===== src/sector_volume_map_top_defines.svh =====
// Assertion macros for the sector volume map top level.
// Depends on a clk and arst_n in the scope of each use.
`ifndef SECTOR_VOLUME_MAP_TOP_DEFINES_SVH
`define SECTOR_VOLUME_MAP_TOP_DEFINES_SVH

// Check an implication on every clock edge outside reset.
`define SVM_ASSERT_IMP(lbl, ante, cons, msg) \
	lbl: assert property (@(posedge clk) disable iff (!arst_n) (ante) |-> (cons)) \
		else $error(msg);

// Check a plain condition on every clock edge outside reset.
`define SVM_ASSERT_ALWAYS(lbl, cond, msg) \
	lbl: assert property (@(posedge clk) disable iff (!arst_n) (cond)) else $error(msg);

`endif


===== src/svm_pkg.sv =====
// Shared types, constants and codes of the sector volume map.
// No dependencies; used by every module of the block.
package svm_pkg;

	localparam int MAX_VOLUMES  = 8;
	localparam int ROUND_SHIFT  = 10;
	localparam int ROUND        = 1 << ROUND_SHIFT;
	localparam int IDX_W        = (MAX_VOLUMES > 1) ? $clog2(MAX_VOLUMES) : 1;
	localparam int CNT_W        = $clog2(MAX_VOLUMES + 1);
	localparam int OUT_IDX_W    = 3;
	localparam int SECTOR_SHIFT = 9;
	localparam logic [31:0] ROUND_MASK = 32'(ROUND - 1);

	localparam logic [2:0] CMD_ADD   = 3'd0;
	localparam logic [2:0] CMD_READ  = 3'd1;
	localparam logic [2:0] CMD_WRITE = 3'd2;
	localparam logic [2:0] CMD_SIZE  = 3'd3;
	localparam logic [2:0] CMD_CHECK = 3'd4;

	localparam logic [2:0] ST_OK        = 3'd0;
	localparam logic [2:0] ST_NO_VOLUME = 3'd1;
	localparam logic [2:0] ST_CROSS     = 3'd2;
	localparam logic [2:0] ST_READ_ONLY = 3'd3;
	localparam logic [2:0] ST_EMPTY     = 3'd4;
	localparam logic [2:0] ST_FULL      = 3'd5;

	typedef struct packed {
		logic [2:0]  command;
		logic [31:0] sector;
		logic [15:0] count;
		logic [31:0] raw_size;
		logic        want_read_only;
	} req_t;

	typedef struct packed {
		logic [2:0]           status;
		logic [OUT_IDX_W-1:0] volume_index;
		logic [31:0]          relative_sector;
		logic [31:0]          value;
	} rsp_t;

	typedef struct packed {
		logic        add;
		logic [31:0] size;
		logic        read_only;
	} tbl_wr_t;

	typedef struct packed {
		logic [CNT_W-1:0] count;
		logic             full;
		logic [31:0]      next_start;
		logic             hold_found;
		logic [IDX_W-1:0] hold_idx;
		logic [31:0]      hold_start;
		logic [31:0]      hold_size;
		logic             hold_ro;
		logic             start_found;
		logic [IDX_W-1:0] start_idx;
		logic [31:0]      start_size;
	} tbl_look_t;

endpackage


===== src/svm_table.sv =====
// Volume table: start, size and read-only mark per entry, fill count, running end.
// Parallel holder and start lookup for one sector. Depends on svm_pkg.
module svm_table (
	input  logic               clk,
	input  logic               arst_n,
	input  svm_pkg::tbl_wr_t   wr,
	input  logic [31:0]        sector,
	output svm_pkg::tbl_look_t look
);
	import svm_pkg::*;

	logic [31:0]      start_q [MAX_VOLUMES];
	logic [31:0]      size_q  [MAX_VOLUMES];
	logic             ro_q    [MAX_VOLUMES];
	logic [CNT_W-1:0] count_q;
	logic [31:0]      next_start_q;
	logic [MAX_VOLUMES-1:0] hold_hit;
	logic [MAX_VOLUMES-1:0] start_hit;
	logic [IDX_W-1:0] hold_idx;
	logic [IDX_W-1:0] start_idx;

	always_ff @(posedge clk) begin
		if (wr.add) begin
			start_q[count_q[IDX_W-1:0]] <= next_start_q;
			size_q[count_q[IDX_W-1:0]]  <= wr.size;
			ro_q[count_q[IDX_W-1:0]]    <= wr.read_only;
		end
	end

	always_ff @(posedge clk or negedge arst_n) begin
		if (!arst_n) begin
			count_q      <= '0;
			next_start_q <= '0;
		end else if (wr.add) begin
			count_q      <= count_q + CNT_W'(1);
			next_start_q <= next_start_q + wr.size;
		end
	end

	always_comb begin
		for (int i = 0; i < MAX_VOLUMES; i++) begin
			hold_hit[i]  = (CNT_W'(i) < count_q) && (start_q[i] <= sector)
				&& ((start_q[i] + size_q[i]) > sector);
			start_hit[i] = (CNT_W'(i) < count_q) && (start_q[i] == sector);
		end
		hold_idx  = '0;
		start_idx = '0;
		for (int i = MAX_VOLUMES - 1; i >= 0; i--) begin
			if (hold_hit[i]) begin
				hold_idx = IDX_W'(i);
			end
			if (start_hit[i]) begin
				start_idx = IDX_W'(i);
			end
		end
	end

	assign look.count       = count_q;
	assign look.full        = (count_q == CNT_W'(MAX_VOLUMES));
	assign look.next_start  = next_start_q;
	assign look.hold_found  = |hold_hit;
	assign look.hold_idx    = hold_idx;
	assign look.hold_start  = start_q[hold_idx];
	assign look.hold_size   = size_q[hold_idx];
	assign look.hold_ro     = ro_q[hold_idx];
	assign look.start_found = |start_hit;
	assign look.start_idx   = start_idx;
	assign look.start_size  = size_q[start_idx];

endmodule


===== src/svm_resolve.sv =====
// Command decode and result forming from one table lookup.
// Produces the result item and the table append. Depends on svm_pkg.
module svm_resolve (
	input  svm_pkg::req_t      item,
	input  svm_pkg::tbl_look_t look,
	input  logic               write_bypass,
	output svm_pkg::rsp_t      rsp,
	output svm_pkg::tbl_wr_t   wr
);
	import svm_pkg::*;

	logic [31:0] size_r;
	logic [31:0] rel;
	logic [32:0] span;
	logic [31:0] hold_idx_w;
	logic [31:0] start_idx_w;
	logic [31:0] count_w;

	assign size_r      = item.raw_size & ~ROUND_MASK;
	assign rel         = item.sector - look.hold_start;
	assign span        = {1'b0, rel} + 33'(item.count);
	assign hold_idx_w  = 32'(look.hold_idx);
	assign start_idx_w = 32'(look.start_idx);
	assign count_w     = 32'(look.count);

	always_comb begin
		rsp = '0;
		wr  = '0;
		unique case (item.command)
			CMD_ADD: begin
				if (size_r == '0) begin
					rsp.status = ST_EMPTY;
				end else if (look.full) begin
					rsp.status = ST_FULL;
				end else begin
					rsp.status       = ST_OK;
					rsp.volume_index = count_w[OUT_IDX_W-1:0];
					rsp.value        = look.next_start;
					wr.add           = 1'b1;
					wr.size          = size_r;
					wr.read_only     = item.want_read_only & ~write_bypass;
				end
			end
			CMD_READ, CMD_WRITE: begin
				if (!look.hold_found) begin
					rsp.status = ST_NO_VOLUME;
				end else begin
					rsp.volume_index    = hold_idx_w[OUT_IDX_W-1:0];
					rsp.relative_sector = rel;
					if (item.command == CMD_WRITE && write_bypass) begin
						rsp.value = 32'(item.count) << SECTOR_SHIFT;
					end else if (item.command == CMD_WRITE && look.hold_ro) begin
						rsp.status = ST_READ_ONLY;
					end else if (span > {1'b0, look.hold_size}) begin
						rsp.status = ST_CROSS;
					end
				end
			end
			CMD_SIZE: begin
				if (!look.start_found) begin
					rsp.status = ST_NO_VOLUME;
				end else begin
					rsp.volume_index = start_idx_w[OUT_IDX_W-1:0];
					rsp.value        = look.start_size;
				end
			end
			CMD_CHECK: begin
				if (look.hold_found) begin
					rsp.volume_index = hold_idx_w[OUT_IDX_W-1:0];
				end
				rsp.value = 32'((look.hold_found && !look.hold_ro) || write_bypass);
			end
			default: begin
				rsp.status = ST_NO_VOLUME;
			end
		endcase
	end

endmodule


===== src/sector_volume_map_top.sv =====
// An accepted item goes via the input register and the result register to rsp.
// Throughput: one item per cycle when rsp_stall is low; the input register and
// the result register each hold one item, and the table lookup plus decode fits
// between them. Reset clears the fill count, running end and the write bypass
// flag; table entries are written by add commands only. No clearing pass.
module sector_volume_map_top (
	input  logic          clk,
	input  logic          arst_n,
	input  logic          cfg_we,
	input  logic          cfg_wdata,
	input  logic          req_valid,
	output logic          req_stall,
	input  svm_pkg::req_t req,
	output logic          rsp_valid,
	input  logic          rsp_stall,
	output svm_pkg::rsp_t rsp
);
	import svm_pkg::*;
	`include "sector_volume_map_top_defines.svh"

	logic      write_bypass_q;
	logic      valid_s1;
	req_t      req_s1;
	logic      valid_s2;
	rsp_t      rsp_s2;
	logic      adv_s2;
	logic      fire_s1;
	tbl_look_t look;
	tbl_wr_t   wr_raw;
	tbl_wr_t   wr;
	rsp_t      rsp_next;

	assign adv_s2    = !valid_s2 || !rsp_stall;
	assign fire_s1   = valid_s1 && adv_s2;
	assign req_stall = valid_s1 && !adv_s2;

	always_ff @(posedge clk or negedge arst_n) begin
		if (!arst_n) begin
			write_bypass_q <= 1'b0;
		end else if (cfg_we) begin
			write_bypass_q <= cfg_wdata;
		end
	end

	always_ff @(posedge clk or negedge arst_n) begin
		if (!arst_n) begin
			valid_s1 <= 1'b0;
			valid_s2 <= 1'b0;
		end else begin
			if (!req_stall) begin
				valid_s1 <= req_valid;
			end
			if (adv_s2) begin
				valid_s2 <= valid_s1;
			end
		end
	end

	always_ff @(posedge clk) begin
		if (req_valid && !req_stall) begin
			req_s1 <= req;
		end
		if (fire_s1) begin
			rsp_s2 <= rsp_next;
		end
	end

	svm_table u_table (
		.clk    (clk),
		.arst_n (arst_n),
		.wr     (wr),
		.sector (req_s1.sector),
		.look   (look)
	);

	svm_resolve u_resolve (
		.item         (req_s1),
		.look         (look),
		.write_bypass (write_bypass_q),
		.rsp          (rsp_next),
		.wr           (wr_raw)
	);

	always_comb begin
		wr     = wr_raw;
		wr.add = wr_raw.add && fire_s1;
	end

	assign rsp_valid = valid_s2;
	assign rsp       = rsp_s2;

	`SVM_ASSERT_ALWAYS(a_count_bound, look.count <= CNT_W'(MAX_VOLUMES), "fill count past table depth")
	`SVM_ASSERT_IMP(a_full_status, rsp_valid && rsp.status == ST_FULL, look.full, "full status while table has room")
	`SVM_ASSERT_IMP(a_s1_hold, req_stall, valid_s2 && rsp_stall, "input stage held without a blocked result")
	`SVM_ASSERT_IMP(a_add_needs_room, wr.add, !look.full, "append into a full table")

endmodule


===== config.mk =====
export PLATFORM = sky130hd
export DESIGN_NAME = sector_volume_map_top
export DESIGN_NICKNAME = d
export VERILOG_FILES = /design/src/svm_pkg.sv /design/src/svm_table.sv /design/src/svm_resolve.sv /design/src/sector_volume_map_top.sv
export VERILOG_INCLUDE_DIRS = /design/src /design/src/src
export SDC_FILE = /design/constraint.sdc
export NUM_CORES = 2
export LEC_CHECK = 0
export ABC_AREA = 1
export BUFFER_PORTS_ARGS = -buffer_cell sky130_fd_sc_hd__buf_2
export CORE_UTILIZATION = 50
export DETAILED_ROUTE_END_ITERATION = 8
export PLACE_DENSITY = 0.67
export SYNTH_ARGS = -nofsm -noshare
export SYNTH_HDL_FRONTEND = slang
export SYNTH_SLANG_ARGS = --single-unit

===== constraint.sdc =====
create_clock -name clk -period 10.95 [get_ports clk]
set_input_delay 1.095 -clock clk [delete_from_list [all_inputs] [get_ports clk]]
set_output_delay 1.095 -clock clk [all_outputs]
set_load 0.05 [all_outputs]

==> results.md <==
- Status: finished, final reports clean
- FF/Latch Area: between 15000 and 20000 um^2
- First-pass GRT wire length: about 200000 um
- I/O Buffers: around 140
- Site Rows: around 100
- Diode count: 0
- H-tree lvl count: 2
- Num CTS Buffers: 57
- Synthesized flop and latch total: about 530
- R2R cell count: 65
- Drt wl/cell: between 20 and 25 um
- CP Data Arrival Time: 10960 ps
- Pwr/cell area: between 200 and 250 nW/um^2
- Total GRT Usage: around a third
- Yosys cell types: 66
- Sequential share of the synthesized area: 38.9%
- Fill cells: about 6.9k
- Routability cong.: ~0.99
- Net switching power: between 4000 and 5000 uW
- Clk pin slew, worst setup/hold paths: ~60 ps
- Final nets: roughly 5.5k
- Gate count after technology mapping: between 4k and 5k
- Leak: 0.0206 uW
- Total of max-cap violations: 0
- Drt first pass iters: 6
- Core box area: around 79000 um^2
- Top Ports: roughly 160
- Clock Power Share: 20.8%
- Crit-path max FO: 6
- Total grt overflow: 0
- Slowest cell on crit path: edfxtp_1
- Max Freq: ~94 MHz
- Die X: 285 um
- Synthesized area: about 40000 um^2
- DRT antenna net count: 0
- Final max-slew violation count: 0
- Final instance area: 46500 um^2
- Comb power frac: 52.0%
- Commonest non-fill, non-tap cell in the layout: nand2_1
- Multi-input gate area: approximately 23000 um^2
- Chip height: between 200 and 300 um
- Critical path class: reg -> reg
- Initial antenna violation count: 2
- CTS Sinks: around 530
- CP endpoint kind: register
- Endpoints failing hold: 0
- Synth Flop Type: edfxtp_1
- Layout area overhead: 16.0%
- Max stage delay on crit path: between 400 and 500 ps
- Vias in the first global route: 33.5k
- Final setup vio count: 0
- Syn Area/Cell: between 9 and 10 um^2
- Hold buffer count at cts: 0
- Clock Latency Late Sink: 660 ps
- Fin crit period: 10590 ps
- Area post-placement: 43200 um^2
- CTS tree: yes
- DRC viols: 0
- Final wirelength: ~140000 um
- Max clock buf depth: 3
- Switching Fraction: between 40% and 50%
- Final period utilization: between 90% and 100%
- Root buffer cell: clkbuf_16
- Via/cell ratio: about 6
- Pint: roughly 5400 uW
- DPL Wire Length: 109000 um
- Hold Crit Class: reg -> reg
- Clk_skew: 32.6 ps
- Post-synth EDFFs: slightly below 500
- Critical Path RT: about 11000 ps
- Commonest non-fill, non-tap cells in the layout: nand2_1, ha_1, a21oi_1, edfxtp_1, inv_1
- Yosys warns: 0
- Peak VDD IR: between 200 and 300 uV
- Share of cells above drive strength 1: 15.4%
- Detailed Route Iter0 Violations: ~4.1k
- Hold Worst Slack: 515 ps
- Slew headroom: between 20 and 25%
- Fraction of registers with async set/reset: roughly 5.5%
- Largest net degree at the start of global routing: 95
- Category of the worst setup path launch point: register
- Vias: between 30k and 40k
- Die area: ~81000 um^2
- Hold depth: 2
- Register share of total power: 27.2%
- Initial Utilization: 50.6%
- Least-Margin Pin Slew: around 1200 ps
-- cell usage after synthesis (13+ instances only) --
cell type	instances	area, um^2
nand2_1	902	3390
ha_1	603	7540
a21oi_1	542	2710
edfxtp_1	496	14900
inv_1	372	1400
nor2_1	253	950
nand3_1	222	1110
o21ai_0	186	931
xor2_1	150	1310
xnor2_1	72	631
o211ai_1	63	473
nand4_1	49	307
o21ai_1	49	245
a32oi_1	41	359
clkbuf_1	38	143
buf_2	37	185
a31oi_1	34	213
dfrtp_1	29	726
buf_6	24	270
o21bai_1	23	173
a21boi_1	20	150
nor3_1	20	100
buf_4	19	143
a21o_1	13	97.6
nor2_2	13	81.3
o311ai_1	13	114
-- through the flow --
| step | TNS (ps) | setup WS, ps | std cells | total power (uW) | util (%) |
|---|---|---|---|---|---|
| after global placement | -46.0 | -46.0 | 5755 | 7140 | 54.6 |
| final | 0 | 365 | 5918 | 9560 | 58.7 |
| after global routing | -127 | -127 | 5918 | 10000 | 58.7 |
| after floorplan | 0 | 1720 | 4459 | 5300 | - |
| after CTS | 0 | 6.91 | 5862 | 9190 | 57.0 |
| after detailed placement | -215 | -215 | 5755 | 7180 | 54.6 |
-- logic make-up after synthesis --
family / after synthesis / share of synthesized area [%]
buffers and inverters: 509 / 5.50
and+or+nand+nor: 1510 / 15.9
other: 1 / 0.00934
xor gates and xnor gates: 224 / 4.93
DFF: 525 / 38.9
adders and majority gates: 614 / 19.3
AOI/OAI and AO/OA: 1069 / 15.4
-- critical path: cells and delay by family, from the launching register on --
family | cells | cell delay, ps
buf+inv | 11 | 1330
flops | 1 | 430
fa+ha+maj | 6 | 1780
xor+xnor | 3 | 510
simple gates | 24 | 3470
compound gates | 21 | 2790
-- final timing paths --
check                                      start                       end  slack [ps]
min                                     valid_s1                 rsp_valid         510
max in group asynchronous                 arst_n  u_table.next_start_q[21]        9860
min in group asynchronous                 arst_n                  valid_s1         550
min reg2reg                             valid_s1                 rsp_valid         510
max                        u_table.size_q[0][10]                   rsp[68]         360
max reg2reg                u_table.size_q[0][10]                   rsp[68]         360
-- layout make-up --
class                      count  area share, %
tap                         1050           2.82
inverter                     386           3.16
timing repair buffer         423           6.44
timing repair inverter         1         0.0188
clock inverter                35          0.804
multi-input combinational   3427           50.0
sequential                   525           33.6
clock buffer                  71           3.22
-- power by group through the flow --
stage | combinational [uW] | clock, uW | sequential (uW)
after floorplan | 2640 | 0 | 2660
after global placement | 4520 | 0 | 2620
after detailed placement | 4560 | 0 | 2630
after CTS | 4600 | 1990 | 2590
after global routing | 5350 | 2060 | 2610
final | 4970 | 1990 | 2600
-- routing by layer --
metal	global-route usage, %	up-vias	wire length [um]
li1	-	16600	-
met1	45.0	16900	57400
met2	52.2	1879	62200
met3	6.24	309	15200
met4	14.2	0	6990
met5	0	-	0
-- repair_timing --
action / CTS / global route
endpoints found under the setup margin: 1 / 1
gates resized for setup: 18 / 196
cloned: 0 / 6
pin swaps: 2 / 90
buffers inserted: 1 / 50
-- flip-flops by register name, indices dropped and copies added (netlist names) --
| register | count |
|---|---|
| valid_s1 | 1 |
| rsp | 62 |
| u_table.next_start_q | 22 |
| u_table.start_q | 176 |
| rsp_valid | 1 |
| u_table.count_q | 4 |
| u_table.size_q | 176 |
| u_table.ro_q | 8 |
| req_s1 | 74 |
| write_bypass_q | 1 |
Power figures use the tool's default switching activity.
